$ cat src/design/tep_pkg.sv
`default_nettype none

package tep_pkg;

  // fixed widths of the ports and of the arithmetic
  localparam int POS_W      = 33;
  localparam int RAD_W      = 32;
  localparam int Q_W        = 31;
  localparam int WIDE_W     = 2 * RAD_W;
  localparam int ROOT_W     = RAD_W;
  localparam int SQ_REM_W   = ROOT_W + 2;
  localparam int HORNER_N   = 5;
  localparam int SQRT_CELLS = ROOT_W;
  localparam int DIV_CELLS  = RAD_W;
  localparam int CFG_AW     = 4;

  // register indexes
  localparam logic [1:0] REG_RADIUS_X = 2'd0;
  localparam logic [1:0] REG_RADIUS_Y = 2'd1;
  localparam logic [1:0] REG_RADIUS_Z = 2'd2;

  typedef logic [Q_W-1:0]   q30_t;
  typedef logic [RAD_W-1:0] radius_t;

  localparam q30_t Q30_ONE = 31'h4000_0000;

  // odd taylor terms of sin(pi/2 * t), highest first
  localparam q30_t SIN_K [0:HORNER_N] = '{
    31'd3864, 31'd172272, 31'd5026995, 31'd85569306, 31'd693598668, 31'd1686629713
  };

  // sine lane result: q30 magnitude and sign
  typedef struct packed {
    logic neg;
    q30_t mag;
  } trig_t;

  // square root cell state
  typedef struct packed {
    logic [WIDE_W-1:0]   rad;
    logic [SQ_REM_W-1:0] rem;
    logic [ROOT_W-1:0]   root;
  } sqrt_t;

  // divider cell state
  typedef struct packed {
    logic [RAD_W-1:0] low;
    logic [RAD_W-1:0] rem;
    logic [RAD_W-1:0] quo;
    logic [RAD_W-1:0] dvs;
  } div_t;

endpackage

`default_nettype wire

$ cat src/design/tep_div_cell.sv
`default_nettype none

module tep_div_cell import tep_pkg::*; (
  input  logic clk,
  input  logic en,
  input  div_t din,
  output div_t dout
);

  div_t           d_r;
  div_t           d_nxt;
  logic [RAD_W:0] r2;
  logic [RAD_W:0] diff;
  logic           ge;

  // one quotient bit, restoring
  always_comb begin
    r2        = {din.rem, din.low[RAD_W-1]};
    ge        = (r2 >= {1'b0, din.dvs});
    diff      = r2 - {1'b0, din.dvs};
    d_nxt.rem = ge ? diff[RAD_W-1:0] : r2[RAD_W-1:0];
    d_nxt.low = {din.low[RAD_W-2:0], 1'b0};
    d_nxt.quo = {din.quo[RAD_W-2:0], ge};
    d_nxt.dvs = din.dvs;
  end

  always_ff @(posedge clk) begin
    if (en) begin
      d_r <= d_nxt;
    end
  end

  assign dout = d_r;

endmodule

`default_nettype wire

$ cat config.mk
export PLATFORM = sky130hd
export DESIGN_NAME = tep_div_cell
export DESIGN_NICKNAME = d
export VERILOG_FILES = /design/src/design/tep_pkg.sv /design/src/design/tep_div_cell.sv
export SDC_FILE = /design/constraint.sdc
export NUM_CORES = 1
export LEC_CHECK = 0
export BUFFER_PORTS_ARGS = -buffer_cell sky130_fd_sc_hd__buf_4
export CAP_MARGIN = 5
export CORE_MARGIN = 1
export CORE_UTILIZATION = 48
export DETAILED_ROUTE_END_ITERATION = 8
export GPL_TIMING_DRIVEN = 0
export HOLD_SLACK_MARGIN = 0.05
export PLACE_DENSITY = 0.8
export SYNTH_ARGS = -nofsm -noshare
export SYNTH_HDL_FRONTEND = slang
export SYNTH_SLANG_ARGS = --single-unit
$ cat constraint.sdc
create_clock -name clk -period 2.8 [get_ports clk]
set_input_delay 0 -clock clk [delete_from_list [all_inputs] [get_ports clk]]
set_output_delay 0 -clock clk [all_outputs]
set_load 0.02 [all_outputs]
After elaboration in Yosys (flattened, before gate mapping):

Index checks and enable logic that the tools add are counted.

* add/sub/neg operators: 1
* magnitude comparators: 1
* muxes and demuxes: 1

Operator list (number)
* 33-bit by 32-bit >= comparator with 1-bit output: 1
* 32-bit 2-to-1 mux: 1
* 32-bit subtractor: 1

* word-level logic and storage cells: 7
* bits in registers: 127
* input port bits: 130

Depth between registers and ports, before layout:

Gate-level depths: netlist (run 1).

* word-level depth: 2
* depth in mapped cells: 13
* depth with buffers taken out: 11

Least setup slack after synthesis (run 1):

OpenSTA, ideal clock, no wires.

* kind: input to register
* from: input port din[23] (netlist name)
* to: register d_r (netlist bit dout[68]), data pin
* arrival: 2108 ps
* stages: 11
* path slack: 432 ps
* path through: inv_1 -> ha_1 -> buf_6 -> and3_1 -> o21a_1 -> a311oi_2 -> o21ai_1 -> or3b_1 -> o21a_1 -> buf_6 -> mux2_4

RTL lines
* from (decl): RTL line tep_div_cell.sv:6 `input div_t din,`
* to (signal assigned): RTL line tep_div_cell.sv:29 `d_r <= d_nxt;`
* to (decl): RTL line tep_div_cell.sv:10 `div_t d_r;`

==> run metrics, run 1 <==
status finished with violations; setup ws final -11.8 ps; post-synth cell types 50; DR WL/cell around 23 um; main area contributors after synthesis edfxtp_1, ha_1, a21oi_1; Yosys warnings 0; final hold slack approximately 120 ps; antenna violations before repair 0; post-synthesis average cell area around 13 sq um; largest net degree at the start of global routing 83; Post-synth top flop edfxtp_1; share of cells above drive strength 1 35.6%; synth-to-layout area growth 65.9%; core box area roughly 12000 sq um; Crit path arrival time roughly 3000 ps; die width 115 um; Max-slew headroom 48.9%; syn nets 651; Leak roughly 4.5 nW; Endpoint, Worst Hold dout[83]$_DFFE_PP_; CTS sink cnt around 130; die span in y approximately 120 um; Crit Path Class input pin to register; CTS H-tree lvls 4; Initial Util 50.2%; crit end category register; clock group share of total power 35.7%; initial detailed-routing violation count approximately 620; clock slew at reported path FFs 70 ps; fin. max-slew vios 0; power per cell area 616 nW/um^2; WP data required 3040 ps; Layout fillers 590; nets about 1100; drt pass-1 iters 5; CTS buffer count 17; asr flop ratio synth 0%; Min Clock Period, post-route around 2800 ps; Clock Tree Buf Depth 2; combinational share of power 25.9%; critical path startpoint din[26]; post-synthesis sequential area ratio 62.0%; leading area contributor after synthesis edfxtp_1; number of flops mapped to enable cells by yosys approximately 130; ANT nets after route 0; via count 6098; hold path start en; DRC 0; Synth Cell Area approximately 6200 sq um; Synth Register Bits ~130; worst ir drop on vdd between 400 and 500 uV; Tcrit/Tclk final 100%; net switching power around 1.9 mW; Vias per Instance approximately 5.7; total power 6.28 mW; P_int ~4.4 mW; class of the worst hold path input pin to register; # rows 40; Startpoint Class input pin; Max FO, Critical Path 10; Final Hold Viols 0; cells after synthesis 488; Max Freq 0.356 GHz; HPWL after DPL 13300 um; Max Cap Viol 0; WL final 25000 um; GRT Total Usage 38.3%; WHS Path Cells 1; Ports 258; Switching Fraction between 30% and 40%; Yosys top cell area share between 60% and 70%; max FFs per register ~130; PortBufs approximately 260; first-pass GRT wire length roughly 36000 um; Root Buffer clkbuf_16; CTS tree yes; Setup-failing EPs final 1; gpl congestion approximately 0.87; Die Area ~13000 sq um; Least-Margin Pin Slew around 760 ps; failing checks setup timing; vias in the first global route between 6000 and 7000; GRT overflow 0; Reg power frac roughly two fifths; # diodes 0
[routing by layer]
metal	track usage, %	wire, um	vias up	part of all wire, %
met3	13.6	2700	153	11
li1	-	-	2609	-
met2	62.4	11900	471	48
met4	28.7	1790	0	7.2
met1	41.3	8570	2865	34
met5	0	0	-	0
[timing repair]
action / 4_1_cts / 5_1_grt
hold buffers: 127 / 0
gates resized for setup: 0 / 11
hold endpoints to repair: 126 / 0
setup buffers: 0 / 2
setup endpoints to repair: 0 / 28
[critical path, cell delays in order]
cell	delay [ps]
dlygate4sd3_1	540
buf_4	110
inv_1	40
ha_1	420
nand3_2	190
nand2b_1	220
nor4_1	260
a31oi_1	160
or3b_1	200
o21a_1	160
buf_6	220
buf_2	260
nor2_1	80
a21oi_1	200
[cells in the mapped netlist (all sizes together) (3+ instances only)]
master   instances
o21a             6
buf             12
inv             46
xor2            10
nand3            8
o31ai            7
nand2b           7
nor2            37
a21oi           55
edfxtp         127
and2             3
o21bai           5
clkbuf           6
ha              32
mux2             8
a211oi           3
a21o             8
a2111oi          4
xnor2           16
nand4            8
nor3             3
nand2           24
o21ai           21
[how the worst max path moves through the flow]
stage                               to  slack (ps)  cells after the start
finish              dout[76]$_DFFE_PP_         -10                     14
floorplan           dout[68]$_DFFE_PP_         430                     11
global route        dout[76]$_DFFE_PP_         -60                     14
CTS                 dout[95]$_DFFE_PP_          50                     12
detailed placement  dout[95]$_DFFE_PP_         -10                     12
global placement    dout[95]$_DFFE_PP_           9                     12
[kinds of logic (layout without fill, tap and decap cells)]
family,Yosys count,in the layout,share of synthesized area (%)
DFF,127,127,62.0
AOI/OAI and AO/OA,120,120,11.9
and+or+nand+nor,107,107,8.50
buffers and inverters,64,480,4.74
adders and majority gates,33,33,6.83
xor gates and xnor gates,26,26,3.70
muxes,10,10,2.28
other,1,1,0.0610
[layout make-up]
cell class	instances	area (sq um)	area share, %
flip-flops and latches	127	3810	37.4
clock buffers	17	425	4.17
multi-input cells	297	2090	20.5
plain buffers	17	115	1.13
inverters	46	173	1.69
clock inverters	15	144	1.41
repair buffers	385	3230	31.6
well taps	168	210	2.06
[power by group through the flow]
stage          Combinational, mW  Sequential [mW]  Clock, mW
6_report                    1.62             2.42       2.24
5_1_grt                     1.71             2.43       2.32
4_1_cts                     1.52             2.39       2.18
3_5_place_dp                1.36             2.42          0
3_3_place_gp                1.33             2.42          0
2_1_floorplan              0.498             2.67          0
[cell usage in the layout (no fill, tap or decap), types with 5 or more instances in the layout]
| master | synthesis | routed |
|---|---|---|
| xnor2_1 | 16 | 16 |
| nand2_1 | 24 | 24 |
| ha_1 | 32 | 31 |
| o21a_1 | 6 | 6 |
| o21bai_1 | 5 | 5 |
| xor2_1 | 10 | 10 |
| inv_1 | 46 | 46 |
| nand3_1 | 8 | 7 |
| buf_4 | 2 | 259 |
| buf_2 | 5 | 5 |
| a21oi_1 | 54 | 53 |
| a21o_1 | 8 | 8 |
| clkinv_2 | 0 | 6 |
| nand2b_1 | 7 | 7 |
| dlygate4sd3_1 | 0 | 127 |
| o21ai_0 | 17 | 16 |
| clkbuf_16 | 0 | 17 |
| nand4_1 | 8 | 8 |
| nor2_1 | 37 | 37 |
| mux2_4 | 8 | 8 |
| o21ai_1 | 4 | 5 |
| clkbuf_1 | 6 | 5 |
| buf_6 | 5 | 5 |
| o31ai_1 | 7 | 7 |
| edfxtp_1 | 127 | 127 |
[through the flow]
| step | instance area [sq um] | instances | setup WS [ps] | util [%] | setup TNS, ps |
|---|---|---|---|---|---|
| after global placement | 8280 | 911 | 8.98 | 67.5 | 0 |
| final | 10200 | 1072 | -11.8 | 83.2 | -11.8 |
| after detailed placement | 8300 | 912 | -10.2 | 67.7 | -10.2 |
| after global routing | 10200 | 1072 | -62.9 | 83.2 | -125 |
| after floorplan | 6150 | 488 | 432 | - | 0 |
| after CTS | 10100 | 1071 | 47.1 | 82.7 | 0 |
Note: power is estimated with default switching activity, not from simulation.
==> run 2: changes to the inputs <==
CORE_UTILIZATION = 34   (was 48)
PLACE_DENSITY = unset   (was 0.8)
clock period = 3.3 ns   (was 2.8 ns; I/O delays follow)
==> run 2 against run 1 <==
The flow now finishes without violations. Clock power decreased by 20%. Worst hold slack got worse by 64 ps. Count of clock-buffer cells in the layout unchanged. Die area increased by 40%. Power decreased by 19%. Design area about the same. Critical endpoint is now dout[87]$_DFFE_PP_. Worst setup slack improved by 320 ps. Sequential share of layout area about the same. Routed wire length decreased by 26%. Via count decreased by 15%. Flip-flop and latch count unchanged. Highest routed layer unchanged.
==> run metrics, run 2 (same netlist as run 1, synthesis figures left out) <==
Crit Path Class input pin to register; Final Util 58.4% (-25 points); status complete, no violations; Fin Setup TNS 0 ps (+11.8 ps); HPWL after DPL 13200 um (-1.0%); Max Cap Viol 0 (unchanged); die width 137 um (+18%); synth-to-layout area growth 65.8% (about the same); Root Buffer clkbuf_16; power per cell area 500 nW/um^2 (-19%); drt pass-1 iters 4 (-1); worst ir drop on vdd 365 uV (-9.8%); nets 1052 (-0.19%); Setup-failing EPs final 0 (-1); Clock Tree Buf Depth 2 (unchanged); commonest non-fill, non-tap cell in the layout buf_4; gpl congestion 0.755 (-13%); Layout fillers 1412 (+140%); # rows 48 (+20%); most frequent cells in the layout buf_4, edfxtp_1, dlygate4sd3_1; fin. max-slew vios 0 (unchanged); Max FO, Critical Path 5 (-5); Leak 4.46 nW (-0.53%); DRC 0 (unchanged); Min Clock Period, post-route between 2000 and 3000 ps; Max-slew headroom 48.1% (-0.78 points); CTS buffer count 17 (unchanged); CTS H-tree lvls 4 (unchanged); max FFs per register 127 (unchanged); core box area 17500 sq um (+43%); Die Area 18600 sq um (+40%); Initial Util 35.2% (-15 points); Ports 258 (unchanged); # diodes 0 (unchanged); initial detailed-routing violation count 214 (-66%); hold-fix buffers at CTS 126 (-0.79%); post-CTS setup buffers 0 (unchanged); Crit path arrival time 3150 ps (+100 ps); PortBufs 255 (unchanged); via count 5193 (-15%); Max Freq roughly 0.33 GHz; total power 5.10 mW (-19%); RSZ-0062 raised after global routing false; vias in the first global route 5176 (-16%); # resized after CTS 0 (unchanged); largest net degree at the start of global routing 70 (-16%); GRT Total Usage 19.6% (-19 points); WL final 18500 um (-26%); first-pass GRT wire length 27100 um (-25%); WP data required 3470 ps (+430 ps); Tcrit/Tclk final 90.5%; CTS sink cnt 127 (unchanged); Least-Margin Pin Slew 776 ps (+11.6 ps); Final Hold Viols 0 (unchanged); CTS tree yes; GRT overflow 0 (unchanged); Multi-input gate area 2050 sq um (-2.3%); ANT nets after route 0 (unchanged); share of cells above drive strength 1 34.7% (-0.88 points); die span in y 137 um (+18%); Register Area 3810 sq um (unchanged); antenna violations before repair 0 (unchanged); Startpoint Class input pin; DR WL/cell 16.4 um (-30%); crit end category register; class of the worst hold path input pin to register; Vias per Instance 4.61 (-19%); clock slew at reported path FFs 60 ps (about the same)
## run 2: cell types whose count changed in the layout (fill, tap and decap cells not counted), sizes merged
cell         before  now
buf             270  268
dlygate4sd3     127  126
bufinv            2    1
inv              49   51
clkbuf           22   23
clkinv            8    6
## run 2: power breakdown
group	leakage, nW	internal, mW	switching (mW)	total, mW
clock network	0.272	1.05	0.750	1.80
registers	1.24	1.98	0.0463	2.02
logic	2.95	0.615	0.669	1.28
total	4.46	3.64	1.46	5.10
## run 2: cell type report
class                      count  share of cell area, %
multi-input combinational    297                   20.1
clock inverter                14                   1.34
tap                          225                   2.76
clock buffer                  17                   4.17
inverter                      46                   1.69
buffer                        18                   1.17
timing repair buffer         382                   31.4
sequential                   127                   37.4
## run 2: critical path, stage by stage
cell and delay (ps):
dlygate4sd3_1 560, buf_4 150, ha_1 350, o21ai_0 190, a21oi_1 130, a2111oi_1 780
nor3_1 190, nor2_1 260, o21bai_1 130, xor2_1 150, mux2_4 260
## run 2: routing by layer
metal | track usage, % | routed length (um) | vias to the layer above
met3 | 5.59 | 1340 | 15
met2 | 34.5 | 9280 | 185
met5 | 0 | 0 | -
met4 | 5.80 | 236 | 0
met1 | 22.9 | 7610 | 2388
li1 | - | - | 2605
## run 2: final timing paths
path                  startpoint                 end  slack [ps]  depth (start not counted)
worst min-delay path          en  dout[85]$_DFFE_PP_          50                          1
worst max-delay path     din[65]  dout[87]$_DFFE_PP_         310                         11
## run 2: per-stage QoR
step | hold WS [ps] | worst slack [ps] | cells | area, sq um
floorplan | 98.9 | 932 | 488 | 6150
global placement | 179 | 501 | 968 | 8350
detailed placement | 179 | 503 | 969 | 8380
CTS | 64.9 | 336 | 1126 | 10200
global route | 79.4 | 88.8 | 1126 | 10200
finish | 52.6 | 313 | 1126 | 10200
==> run 3: changes to the inputs <==
CORE_UTILIZATION = 50   (was 34)
GPL_ROUTABILITY_DRIVEN = 0   (was unset)
PLACE_DENSITY = 0.83   (was unset)
SKIP_CTS_REPAIR_TIMING = 1   (was unset)
==> run 3 against run 2 <==
Flip-flop and latch count stayed put. Via count rose by 18%. Combinational power up 7%. Worst hold slack better by 250 ps. Power increased by 4.5%.
==> run metrics, run 3 (same netlist as run 1, synthesis figures left out) <==
met3 GRT Util 8.89% (+3.3 points); WHS Path Cells 2 (+1); vias in the first global route 4844 (-6.4%); GR Util met1 30.1% (+7.2 points); Max-slew headroom 44.0% (-4.2 points); fin. max-slew vios 0 (unchanged); WP data required 3480 ps (about the same); HPWL after DPL 12900 um (-2.2%); Endpoint, Worst Hold dout[45]$_DFFE_PP_; Crit Path Class input pin to register; Startpoint Class input pin; Least-Margin Pin Slew 838 ps (+62.3 ps); Ports 258 (unchanged); clock slew at reported path FFs 60 ps (about the same); GRT Total Usage 27.5% (+8.0 points); PortBufs 255 (unchanged); Fin Setup TNS 0 ps (unchanged); WL final 25200 um (+37%); CTS buffer count 17 (unchanged); synth-to-layout area growth 64.6%; largest net degree at the start of global routing 85 (+21%); DP Cell Count 891 (-8.0%); critical path startpoint din[2]; drt pass-1 iters 7 (+3); Leak 4.46 nW (about the same); Die Area 12800 sq um (-32%); GRT overflow 0 (unchanged); initial detailed-routing violation count 800 (+270%); first-pass GRT wire length 25800 um (-4.8%); total power 5.33 mW (+4.5%); die span in y 113 um (-17%); core box area 12000 sq um (-31%); CTS H-tree lvls 4 (unchanged); DR WL/cell 24.0 um (+46%); Initial Util 51.2% (+16 points); hold path start din[44]; met2 GRT Util 50.6% (+16 points); Max Freq 0.312 GHz (-6.8%); Tcrit/Tclk final 97.2% (+6.6 points); setup ws final 94.0 ps (-219 ps); Final Hold Viols 0 (unchanged); global routing's busiest layer met2; Min Clock Period, post-route 3210 ps (+219 ps); Final Util 84.3% (+26 points); share of cells above drive strength 1 34.4% (-0.30 points); most frequent cells in the layout buf_4, edfxtp_1, dlygate4sd3_1; status complete, no violations; CTS tree yes; pre-CTS setup slack 441 ps (-62.3 ps); Clock Tree Buf Depth 2 (unchanged); crit end category register; die width 113 um (-17%); worst ir drop on vdd 532 uV (+46%); Max Cap Viol 0 (unchanged); antenna violations before repair 0 (unchanged); CTS sink cnt 127 (unchanged); DRC 0 (unchanged); Max FO, Critical Path 5 (unchanged); max FFs per register 127 (unchanged); # rows 40 (-17%); Non-Filler Instances 1050 (-6.7%); nets 1053 (+0.095%); via count 6139 (+18%); Vias per Instance 5.85 (+27%); Crit path arrival time 3390 ps (+240 ps); # diodes 0 (unchanged); Root Buffer clkbuf_16; commonest non-fill, non-tap cell in the layout buf_4; power per cell area 527 nW/um^2 (+5.3%); class of the worst hold path input pin to register; ANT nets after route 0 (unchanged); Setup-failing EPs final 0 (unchanged)
==> run 3: cell types whose count changed in the layout (fill, tap and decap cells not counted) <==
cell / previous run / this run
bufinv_16: 1 / 2
clkbuf_1: 6 / 8
clkinv_1: 0 / 1
clkinv_4: 4 / 2
clkinvlp_4: 2 / 4
dlygate4sd3_1: 126 / 127
inv_6: 4 / 2
inv_8: 1 / 0
==> run 3: cell type report <==
type,count,area (sq um)
Sequential cell,127,3810
Timing Repair Buffer,383,3220
Multi-Input combinational cell,297,2050
Fill cell,584,1890
Clock buffer,19,433
Tap cell,147,184
Inverter,46,173
Clock inverter,13,139
Buffer,18,119
==> run 3: through the flow <==
step	hold slack [ps]	instance area (sq um)
2_1_floorplan	98.9	6150
3_3_place_gp	178	8250
3_5_place_dp	179	8280
4_1_cts	-254	8850
5_1_grt	292	10100
6_report	300	10100
==> run 3: layer usage <==
metal | vias to the layer above | part of all wire (%)
met5 | - | 0
met4 | 0 | 6.7
met3 | 152 | 10
li1 | 2609 | -
met2 | 522 | 49
met1 | 2856 | 34
==> run 3: worst max path at each step <==
stage                         end  slack [ps]  cells past startpoint
4_1_cts        dout[95]$_DFFE_PP_         870                     12
2_1_floorplan  dout[68]$_DFFE_PP_         930                     11
3_5_place_dp   dout[95]$_DFFE_PP_         440                     12
3_3_place_gp   dout[95]$_DFFE_PP_         520                     12
6_report       dout[95]$_DFFE_PP_          90                     12
5_1_grt        dout[95]$_DFFE_PP_         -30                     13
==> run 3: worst max-delay path: stages <==
cell           delay [ps]
dlygate4sd3_1         600
buf_4                 160
inv_1                  40
ha_1                  360
o21ai_0               210
a21oi_1               140
a2111oi_0             470
nor2_1                220
a2111oi_0             580
o31ai_1               160
xor2_1                170
mux2_4                260
==> run 3: report_power, final <==
part	internal, mW	leakage [nW]	switching, mW
Clock	1.11	0.267	0.791
Sequential	1.98	1.24	0.0757
Combinational	0.619	2.95	0.755
