$ cat src/design/tep_pkg.sv
`default_nettype none

package tep_pkg;

  // fixed widths of the ports and of the arithmetic
  localparam int POS_W      = 33;
  localparam int RAD_W      = 32;
  localparam int Q_W        = 31;
  localparam int WIDE_W     = 2 * RAD_W;
  localparam int ROOT_W     = RAD_W;
  localparam int SQ_REM_W   = ROOT_W + 2;
  localparam int HORNER_N   = 5;
  localparam int SQRT_CELLS = ROOT_W;
  localparam int DIV_CELLS  = RAD_W;
  localparam int CFG_AW     = 4;

  // register indexes
  localparam logic [1:0] REG_RADIUS_X = 2'd0;
  localparam logic [1:0] REG_RADIUS_Y = 2'd1;
  localparam logic [1:0] REG_RADIUS_Z = 2'd2;

  typedef logic [Q_W-1:0]   q30_t;
  typedef logic [RAD_W-1:0] radius_t;

  localparam q30_t Q30_ONE = 31'h4000_0000;

  // odd taylor terms of sin(pi/2 * t), highest first
  localparam q30_t SIN_K [0:HORNER_N] = '{
    31'd3864, 31'd172272, 31'd5026995, 31'd85569306, 31'd693598668, 31'd1686629713
  };

  // sine lane result: q30 magnitude and sign
  typedef struct packed {
    logic neg;
    q30_t mag;
  } trig_t;

  // square root cell state
  typedef struct packed {
    logic [WIDE_W-1:0]   rad;
    logic [SQ_REM_W-1:0] rem;
    logic [ROOT_W-1:0]   root;
  } sqrt_t;

  // divider cell state
  typedef struct packed {
    logic [RAD_W-1:0] low;
    logic [RAD_W-1:0] rem;
    logic [RAD_W-1:0] quo;
    logic [RAD_W-1:0] dvs;
  } div_t;

endpackage

`default_nettype wire

$ cat src/design/tep_sqrt_cell.sv
`default_nettype none

module tep_sqrt_cell import tep_pkg::*; #(
  parameter int SIDE_W = 1
) (
  input  logic              clk,
  input  logic              en,
  input  sqrt_t             din,
  input  logic [SIDE_W-1:0] side_in,
  output sqrt_t             dout,
  output logic [SIDE_W-1:0] side_out
);

  sqrt_t             d_r;
  sqrt_t             d_nxt;
  logic [SIDE_W-1:0] side_r;
  logic [SQ_REM_W:0] r4;
  logic [SQ_REM_W:0] trial;
  logic [SQ_REM_W:0] diff;
  logic              ge;

  // one root bit: bring down two radicand bits, try 4*root+1
  always_comb begin
    r4         = {din.rem[SQ_REM_W-2:0], din.rad[WIDE_W-1:WIDE_W-2]};
    trial      = {1'b0, din.root, 2'b01};
    ge         = (r4 >= trial);
    diff       = r4 - trial;
    d_nxt.rad  = {din.rad[WIDE_W-3:0], 2'b00};
    d_nxt.rem  = ge ? diff[SQ_REM_W-1:0] : r4[SQ_REM_W-1:0];
    d_nxt.root = {din.root[ROOT_W-2:0], ge};
  end

  always_ff @(posedge clk) begin
    if (en) begin
      d_r    <= d_nxt;
      side_r <= side_in;
    end
  end

  assign dout     = d_r;
  assign side_out = side_r;

endmodule

`default_nettype wire

$ cat config.mk
export PLATFORM = sky130hd
export DESIGN_NAME = tep_sqrt_cell
export DESIGN_NICKNAME = d
export VERILOG_FILES = /design/src/design/tep_pkg.sv /design/src/design/tep_sqrt_cell.sv
export SDC_FILE = /design/constraint.sdc
export NUM_CORES = 1
export LEC_CHECK = 0
export BUFFER_PORTS_ARGS = -buffer_cell sky130_fd_sc_hd__buf_2
export CORE_UTILIZATION = 45
export DETAILED_ROUTE_END_ITERATION = 8
export PLACE_DENSITY = 0.76
export SLEW_MARGIN = 10
export SYNTH_ARGS = -nofsm -noshare
export SYNTH_HDL_FRONTEND = slang
export SYNTH_SLANG_ARGS = --single-unit
$ cat constraint.sdc
create_clock -name clk -period 3.2 [get_ports clk]
set_input_delay 0.16 -clock clk [delete_from_list [all_inputs] [get_ports clk]]
set_output_delay 0.16 -clock clk [all_outputs]
set_load 0.005 [all_outputs]
---- Word-level counts from Yosys, hierarchy flattened ----
Cells that the tools add are included.
cells by class
  $add $sub $neg .......................... 1
  muxes and demuxes ....................... 1
  $lt $le $gt $ge ......................... 1
operators by type and width
  cell                            count
  >= comparator 35 x 34 -> 1 bit  1
  two-way mux 34 bit              1
  subtractor 34 bit               1
storage, ports and cells
  output and inout port bits .............. 131
  logic and storage cells ................. 7
  flip-flop bits (word level) ............. 129
  input bits .............................. 133

---- Depth between registers and ports, before layout ----
Gate-level depths: netlist of the first run.
  depth in word-level cells ............... 2
  mapped depth ............................ 13
  mapped depth without buffers ............ 10

---- Worst setup path before layout of the first run ----
Ideal clock, no wire load.
  kind .................................... input to register
  start point ............................. in din[14] (netlist name)
  end point ............................... reg d_r, in the netlist dout[58] (data pin)
  setup slack ............................. 0.579 ns
  data required time ...................... 2.933 ns
  stages .................................. 13
  arrival time ............................ 2.354 ns
  path buffers ............................ 3
  setup time .............................. 0.267 ns
  cell sequence ........................... inv_1 ha_1 buf_6 a21o_1 a21o_1 a211o_1 a211o_1 and2_4 a31oi_2 buf_6 buf_6 mux2i_1 nor3_2
RTL lines
  item                  line                 RTL
  from (decl)           tep_sqrt_cell.sv:8   input sqrt_t din,
  to (signal assigned)  tep_sqrt_cell.sv:35  d_r <= d_nxt;
  to (decl)             tep_sqrt_cell.sv:14  sqrt_t d_r;

==> impl_metrics.toml, run 1 <==
[synthesis]
netlist_instances = 510
mapped_cell_area_um2 = 6320
async_flop_share_pct = 0
synth_top_area_cell = "sky130_fd_sc_hd__edfxtp_1"
flip_flop_and_latch_count_after_synthesis = 129
synth.top_cell.area_share_pct = 61.3
postSynthAreaPerCell_um2 = 12.4
synth.yosys.seq_area_share_pct = 61.3
netlist_top_cells_area = "sky130_fd_sc_hd__edfxtp_1 61%, sky130_fd_sc_hd__ha_1 6.7%, sky130_fd_sc_hd__o21ai_0 3.3%"
yosys_warnings = 0
synth_enable_flop_cells = 129
synthFlopType = "sky130_fd_sc_hd__edfxtp_1"
unique_masters_post_synth = 62
synthMostInstantiatedCell = "sky130_fd_sc_hd__edfxtp_1"
synth_top_cells_by_count = "129 x sky130_fd_sc_hd__edfxtp_1, 47 x sky130_fd_sc_hd__nand2_1, 43 x sky130_fd_sc_hd__inv_1"

[placed_design]
dpl_cell_area_um2 = 7870
post-place-ws_ps = 247
port_buffers = 260
globalplace.congestion = 0.853
dpl_wire_length_um = 13100

[worst_hold_path]
min_path_type = "in -> reg"
whs_path_depth = 3

[finish]
finish.net_count = 1050
final.fill_count = 939
drive_above_1_share_pct = 35.6
area_growth_syn_to_layout_pct = 49.9
postLayoutCellArea_um2 = 9480

[route]
drt_iter0_drc = 474
drt-total-wl_um = 20000
avgRoutedWirePerCell_um = 18.6
detail_route.first_pass.iterations = 5
antenna_violating_nets_post_route = 0
via_count_of_the_routed_design = 5666
post_drt_via_cell_ratio = 5.28
drcViolationCount = 0

[grt]
first_global_vias = 5630
globalRoute.totalOverflow = 0
grt_first_pass_wirelength_um = 29900
antenna_found_initial = 3
global_router_s_overall_resource_usage_pct = 27.5
grt_max_degree = 81

[job]
cap_viol_max_count = 0

[floorplan]
die_area_um2 = 14500
start_util_pct = 47.0
io_pins = 264
die_height_um = 121
placement_rows = 42
fp.dieW_um = 121
core_um2 = 13500

[setup_path]
critical_path_peak_fanout = 22
criticalPathCategory = "in -> reg"
end_kind = "flop"
cp_slowest_stage_delay_ps = 530
worst_ep_arrival_time_ps = 3230
crit_path_frequent_cell = "sky130_fd_sc_hd__a211o_1"
crit_path_cells = "dlygate4sd3_1 -> buf_2 -> inv_1 -> ha_1 -> a21o_1 -> a211o_1 -> a211o_1 -> a211o_1 -> and2_4 -> a31oi_4 -> buf_4 -> a211oi_1 -> a21o_1"
cp_data_required_time_ps = 3370
worst_path_max_delay_cell = "sky130_fd_sc_hd__dlygate4sd3_1"
critical_path.startpoint_type = "input port"

[sta]
final_min_period_over_clock_period_pct = 95.4
maxSlewViolCount = 0
layout_min_cycle_time_ps = 3050
timing.fmax_mhz = 328
rsz0062_at_grt = "false"
final.hold.worst_slack_ps = 32.6
fin_ws_ps = 149
slew-limit-headroom_pct = 50.5
hold_viol_final = 0
setup_total_negative_slack_ps = 0
setup_viol = 0
max_slew.worst_pin.slew_ps = 743

[clocking]
tritoncts_num_sinks = 129
cts_htree_levels = 4
root_buffer = "sky130_fd_sc_hd__clkbuf_16"
cts-root-to-sink-buffers = 2
cts_inserted_buffers = 17
clock_tree_from_tritoncts = "yes"
cts.reportedPaths.clkPinSlew_ps = 60

[power]
power_leakage_nw = 4.18
worst_ir_drop_vdd_mv = 0.332
power.density_nw_per_um2 = 546
total_power_mw = 5.18

[outcome]
status = "finished, final reports clean"
## path summary, 6_finish.rpt
check,to,from,slack (ps)
max,dout[38],din[18],150
min,dout[37],din[35],30
## critical path, delay by kind of cell
kind                     cells  cell delay [ps]
AO/OA/AOI/OAI                7             1550
adder cells (fa/ha/maj)      1              340
buffers and inverters        4              960
AND/OR/NAND/NOR              1              210
## where the power goes
| part | leakage [nW] | switching, mW | total (mW) | internal [mW] |
|---|---|---|---|---|
| clock network | 0.303 | 0.759 | 2.08 | 1.32 |
| logic | 2.61 | 0.518 | 0.985 | 0.467 |
| registers | 1.26 | 0.0488 | 2.11 | 2.07 |
## state kept, by name, indices dropped and copies added, names as in the netlist
name	flops
dout	128
side_out	1
## placed cells by master (no fill, tap or decap), types with 5 or more instances in the layout
cell                            synthesis  layout
sky130_fd_sc_hd__buf_2                  5     259
sky130_fd_sc_hd__edfxtp_1             129     129
sky130_fd_sc_hd__dlygate4sd3_1          0      94
sky130_fd_sc_hd__nand2_1               47      47
sky130_fd_sc_hd__inv_1                 43      43
sky130_fd_sc_hd__o21ai_0               42      41
sky130_fd_sc_hd__a21oi_1               36      36
sky130_fd_sc_hd__ha_1                  34      33
sky130_fd_sc_hd__nor2_1                20      20
sky130_fd_sc_hd__clkbuf_16              0      17
sky130_fd_sc_hd__xnor2_1               16      16
sky130_fd_sc_hd__buf_4                  3      12
sky130_fd_sc_hd__a21o_1                11      11
sky130_fd_sc_hd__nand3_1               10      10
sky130_fd_sc_hd__o21a_1                 8       8
sky130_fd_sc_hd__nor3_1                 8       8
sky130_fd_sc_hd__a31oi_1                6       6
sky130_fd_sc_hd__xor2_1                 6       6
sky130_fd_sc_hd__nand2b_1               5       5
sky130_fd_sc_hd__nor2b_1                5       5
sky130_fd_sc_hd__o31ai_1                5       5
## metrics by stage
step                utilization, %  instances
detailed placement            58.5        944
floorplan                        -        511
global route                  70.4       1073
finish                        70.4       1074
CTS                           70.2       1070
global placement              58.5        944
## metal layers
layer	GRT usage, %	vias to the layer above	routed length, µm
met5	0	-	13
met4	11.7	2	578
met3	8.02	48	1430
met2	49.0	265	10400
met1	30.4	2692	7510
li1	-	2659	-
## repair_timing
| action | 4_1_cts | 5_1_grt |
|---|---|---|
| endpoints found under the hold margin | 94 | 0 |
| gates resized for setup | 0 | 4 |
| hold buffers | 94 | 0 |
| setup buffers | 0 | 2 |
| setup endpoints to repair | 0 | 5 |
## layout make-up
| type | instances | area, µm² | share of cell area [%] |
|---|---|---|---|
| Clock buffer | 18 | 429 | 4.53 |
| Clock inverter | 14 | 204 | 2.15 |
| Tap cell | 176 | 220 | 2.32 |
| Inverter | 44 | 165 | 1.74 |
| Antenna cell | 2 | 5.00 | 0.0528 |
| Multi-Input combinational cell | 323 | 2210 | 23.3 |
| Sequential cell | 129 | 3870 | 40.9 |
| Timing Repair Buffer | 368 | 2370 | 25.0 |
## cell families after synthesis
kind of cell,count (synthesis),synth area share [%]
AO/OA/AOI/OAI,141,14.5
XOR/XNOR,22,3.05
other,1,0.0593
buffers and inverters,59,4.14
AND/OR/NAND/NOR,119,9.40
flip-flops,129,61.3
adder cells (fa/ha/maj),34,6.73
multiplexers,5,0.891
(Power assumes the default switching activity.)
==> run 2, diff against run 1 <==
- BUFFER_PORTS_ARGS: -buffer_cell sky130_fd_sc_hd__buf_2 -> -buffer_cell sky130_fd_sc_hd__buf_4
==> impl_metrics.toml, run 2 (synthesis gave the netlist of run 1 again) <==
[floorplan]
die_height_um = 121
start_util_pct = 47.0
placement_rows = 42
die_area_um2 = 14500
io_pins = 264
core_um2 = 13500
fp.dieW_um = 121

[setup_path]
critical_path.startpoint = "din[18]"
criticalPathCategory = "in -> reg"
critical_path.startpoint_type = "input port"
worst_ep_arrival_time_ps = 3280
critical_path_peak_fanout = 21
end_kind = "flop"
cp_data_required_time_ps = 3360

[power]
cell_internal_pwr_mw = 3.73
netSwitchingPower_mw = 1.33
power_leakage_nw = 4.36
total_power_mw = 5.06
worst_ir_drop_vdd_mv = 0.373
power.density_nw_per_um2 = 502
pwr-share-seq_pct = 42.0
netSwitchingFraction_pct = 26.4
power.combinational.fraction_pct = 22.5
clkPwrFrac_pct = 35.5

[worst_hold_path]
timing.hold.worst.start = "din[45]"
min_delay_worst_endpoint = "dout[47]"
min_path_type = "in -> reg"
whs_path_depth = 3

[finish]
mostFrequentLayoutCells = "267 x sky130_fd_sc_hd__buf_4, 129 x sky130_fd_sc_hd__edfxtp_1, 94 x sky130_fd_sc_hd__dlygate4sd3_1, 47 x sky130_fd_sc_hd__nand2_1, 43 x sky130_fd_sc_hd__inv_1"
final.fill_count = 827
finish.net_count = 1048
largest_register_ffs = 128
drive_above_1_share_pct = 35.5
area_growth_syn_to_layout_pct = 59.4
final_common_cell = "sky130_fd_sc_hd__buf_4"

[grt]
global_router_s_overall_resource_usage_pct = 28.8
grt_first_pass_wirelength_um = 30900
first_global_vias = 5598
globalRoute.totalOverflow = 0
antenna_found_initial = 3
grt_max_degree = 86

[outcome]
status = "finished, final reports clean"

[clocking]
root_buffer = "sky130_fd_sc_hd__clkbuf_16"
tritoncts_num_sinks = 129
cts.reportedPaths.clkPinSlew_ps = 60
cts-root-to-sink-buffers = 2
cts_htree_levels = 4
cts_inserted_buffers = 17
clock_tree_from_tritoncts = "yes"

[sta]
setup_viol = 0
hold_viol_final = 0
maxSlewViolCount = 0
max_slew.worst_pin.slew_ps = 830
timing.fmax_mhz = 321
layout_min_cycle_time_ps = 3110
fin_ws_ps = 85.7
setup_total_negative_slack_ps = 0
slew-limit-headroom_pct = 44.6
final_min_period_over_clock_period_pct = 97.3

[route]
drt_iter0_drc = 474
drcViolationCount = 0
avgRoutedWirePerCell_um = 19.9
via_count_of_the_routed_design = 5655
post_drt_via_cell_ratio = 5.28
detail_route.first_pass.iterations = 5
drt-total-wl_um = 21400
antenna_violating_nets_post_route = 0

[placed_design]
port_buffers = 260
dpl_wire_length_um = 13200
post-place-ws_ps = 226
globalplace.congestion = 0.850

[job]
cap_viol_max_count = 0
[run 2: changes by cell type in the layout (fill, tap and decap cells not counted), sizes merged]
cell / before / now
buf: 274 / 271
bufinv: 4 / 1
clkinv: 4 / 7
clkinvlp: 2 / 4
inv: 48 / 46
diode: 2 / 3
[run 2: area by class of cell]
type	count	area (µm²)	area share (%)
Sequential cell	129	3870	38.5
Timing Repair Buffer	366	3040	30.2
Multi-Input combinational cell	323	2220	22.1
Clock buffer	17	425	4.22
Tap cell	176	220	2.19
Inverter	44	165	1.64
Clock inverter	14	118	1.17
Antenna cell	3	7.51	0.0745
[run 2: power by group through the flow]
stage	logic [mW]	registers, mW	clock network [mW]
6_report	1.14	2.13	1.80
5_1_grt	1.23	2.14	1.89
4_1_cts	1.09	2.12	1.79
3_5_place_dp	0.989	2.15	0
3_3_place_gp	0.969	2.14	0
2_1_floorplan	0.423	2.17	0
[run 2: how the worst max path moves through the flow]
stage | to | slack (ps) | cells past startpoint
6_report | dout[57] | 90 | 13
3_3_place_gp | dout[57] | 270 | 12
5_1_grt | dout[56] | -20 | 12
2_1_floorplan | dout[58] | 580 | 13
3_5_place_dp | dout[57] | 230 | 12
4_1_cts | dout[57] | 110 | 13
[run 2: per-layer routing]
metal / routed length [µm] / GRT usage [%] / share of wire, % / vias up
met1: 8080 / 32.7 / 38 / 2640
met3: 1570 / 7.22 / 7.3 / 52
li1: - / - / - / 2653
met4: 650 / 12.1 / 3.0 / 0
met2: 11100 / 51.4 / 52 / 310
met5: 0 / 0 / 0 / -
[run 2: per-stage QoR]
step | utilization [%] | area (µm²) | hold WS [ps] | std cells
final | 74.9 | 10100 | 40.1 | 1072
after global routing | 74.9 | 10100 | 35.9 | 1072
after CTS | 74.3 | 10000 | 22.6 | 1066
after detailed placement | 63.3 | 8520 | 340 | 941
after global placement | 63.3 | 8520 | 339 | 941
after floorplan | - | 6320 | 259 | 511
[run 2: timing repair]
item,4_1_cts,5_1_grt
buffers inserted,0,2
hold buffers,94,0
hold endpoints to repair,94,0
endpoints found under the setup margin,0,5
resized for setup,0,4
[run 2: critical path: stages]
cell,delay [ps]
sky130_fd_sc_hd__dlygate4sd3_1,540
sky130_fd_sc_hd__buf_4,110
sky130_fd_sc_hd__inv_1,40
sky130_fd_sc_hd__ha_1,340
sky130_fd_sc_hd__a21o_1,190
sky130_fd_sc_hd__a211o_1,270
sky130_fd_sc_hd__a211o_1,270
sky130_fd_sc_hd__a211o_1,330
sky130_fd_sc_hd__and2_4,200
sky130_fd_sc_hd__a31oi_4,260
sky130_fd_sc_hd__buf_12,200
sky130_fd_sc_hd__inv_2,70
sky130_fd_sc_hd__mux2_4,290
==> run 3, diff against run 2 <==
- CORE_ASPECT_RATIO: default -> 0.6
- CORE_UTILIZATION: 45 -> 44
- MAX_ROUTING_LAYER: default -> met4
- PLACE_DENSITY: 0.76 -> 0.77
- clock period: 3.2 -> 2.8 ns (I/O delays scaled with it)
==> impl_metrics.toml, run 3 (synthesis gave the netlist of run 1 again) <==
[setup_path]
crit_path_cells = "dlygate4sd3_1 -> buf_4 -> inv_1 -> ha_2 -> nand2_1 -> o21a_1 -> a31oi_1 -> a211o_1 -> and2_4 -> a31oi_4 -> buf_4 -> clkbuf_16 -> o31ai_1"
timing.critical_path.depth = 13
cp_slowest_stage_delay_ps = 530
worst_ep_arrival_time_ps = 2960
criticalPathCategory = "in -> reg"
worst_path_max_delay_cell = "sky130_fd_sc_hd__dlygate4sd3_1"
critical_path.startpoint = "din[3]"
cp_top_family = "compound AO/OA/AOI/OAI gates"
crit_path_frequent_cell = "sky130_fd_sc_hd__buf_4"
critical_path.startpoint_type = "input port"
critical_path_peak_fanout = 17
end_kind = "flop"
worstPathBufferInverterCount = 5
cp_data_required_time_ps = 3020

[finish]
postLayoutCellArea_um2 = 10500
antenna_cells_inserted = 0
largest_register_ffs = 128
drive_above_1_share_pct = 39.3
layoutNonFillerInstCount = 1121
mostFrequentLayoutCells = "301 x sky130_fd_sc_hd__buf_4, 129 x sky130_fd_sc_hd__edfxtp_1, 94 x sky130_fd_sc_hd__dlygate4sd3_1, 45 x sky130_fd_sc_hd__nand2_1, 43 x sky130_fd_sc_hd__inv_1"
final.fill_count = 898
area_growth_syn_to_layout_pct = 65.7
finish.net_count = 1083
final_common_cell = "sky130_fd_sc_hd__buf_4"

[grt]
antenna_found_initial = 0
first_global_vias = 5713
grt_max_degree = 68
global_router_s_overall_resource_usage_pct = 28.1
grt_first_pass_wirelength_um = 30000
globalRoute.totalOverflow = 0

[power]
power.density_nw_per_um2 = 582
power.combinational.fraction_pct = 22.7
worst_ir_drop_vdd_mv = 0.410
pwr-share-seq_pct = 39.8
netSwitchingFraction_pct = 27.0
cell_internal_pwr_mw = 4.45
clkPwrFrac_pct = 37.4
power_leakage_nw = 4.56
netSwitchingPower_mw = 1.65

[route]
drt_iter0_drc = 359
detail_route.first_pass.iterations = 4
post_drt_via_cell_ratio = 5.20
drt-total-wl_um = 20600
via_count_of_the_routed_design = 5826
avgRoutedWirePerCell_um = 18.4
antenna_violating_nets_post_route = 0
drcViolationCount = 0

[floorplan]
placement_rows = 33
start_util_pct = 45.7
io_pins = 264
fp.dieW_um = 157
die_area_um2 = 14900
core_um2 = 13800
die_height_um = 94.8

[job]
cap_viol_max_count = 0

[sta]
setup_viol = 0
final_min_period_over_clock_period_pct = 97.9
fin_ws_ps = 60.1
max_slew.worst_pin.slew_ps = 799
maxSlewViolCount = 0
hold_viol_final = 0
slew-limit-headroom_pct = 46.6
layout_min_cycle_time_ps = 2740
timing.fmax_mhz = 365
setup_total_negative_slack_ps = 0

[clocking]
cts-root-to-sink-buffers = 2
cts_inserted_buffers = 17
clock_tree_from_tritoncts = "yes"
cts.reportedPaths.clkPinSlew_ps = 70
root_buffer = "sky130_fd_sc_hd__clkbuf_16"
tritoncts_num_sinks = 129
cts_htree_levels = 4

[worst_hold_path]
min_path_type = "in -> reg"
timing.hold.worst.start = "din[45]"
whs_path_depth = 3

[placed_design]
placed_cells = 990
post-place-ws_ps = -24.8
port_buffers = 260
globalplace.congestion = 0.911
dpl_wire_length_um = 13700
dpl_cell_area_um2 = 8770

[outcome]
status = "finished, final reports clean"
-- run 3: per-stage QoR --
step	util (%)	hold WS, ps	total power [mW]
global route	75.7	14.6	6.31
global placement	63.4	318	3.62
finish	75.7	17.3	6.10
detailed placement	63.4	319	3.66
CTS	74.5	11.2	6.02
floorplan	-	239	2.96
-- run 3: path summary, 6_finish.rpt --
kind  slack [ps]        to
min           20  dout[47]
max           60  dout[52]
-- run 3: timing repair --
| action | in CTS | in global routing |
|---|---|---|
| gates resized for setup | 0 | 19 |
| endpoints found under the hold margin | 94 | 0 |
| setup endpoints to repair | 0 | 19 |
| setup buffers | 0 | 3 |
| hold buffers | 94 | 0 |
-- run 3: metal layers --
layer | wire length [µm] | GRT usage (%) | vias to the layer above
met4 | 444 | 9.97 | 0
met2 | 9630 | 45.4 | 309
met3 | 1740 | 6.47 | 41
li1 | - | - | 2721
met1 | 8830 | 34.8 | 2755
met5 | 0 | - | -
-- run 3: power groups by stage --
stage	sequential, mW	combinational, mW	clock, mW
floorplan	2.48	0.483	0
global placement	2.46	1.17	0
detailed placement	2.46	1.20	0
CTS	2.42	1.31	2.29
global route	2.44	1.49	2.38
finish	2.43	1.39	2.28
-- run 3: final cells by class --
class                   instances  area, µm²  share of cell area (%)
flip-flops and latches        129       3870                    37.0
repair buffers                401       3310                    31.6
multi-input cells             323       2280                    21.8
clock buffers                  17        425                    4.06
well taps                     192        240                    2.29
clock inverters                15        171                    1.64
inverters                      44        165                    1.58
-- run 3: worst min-delay path, cell delays in order --
cell and delay (ps):
sky130_fd_sc_hd__buf_4 90, sky130_fd_sc_hd__nand2_1 40, sky130_fd_sc_hd__o21ai_0 50
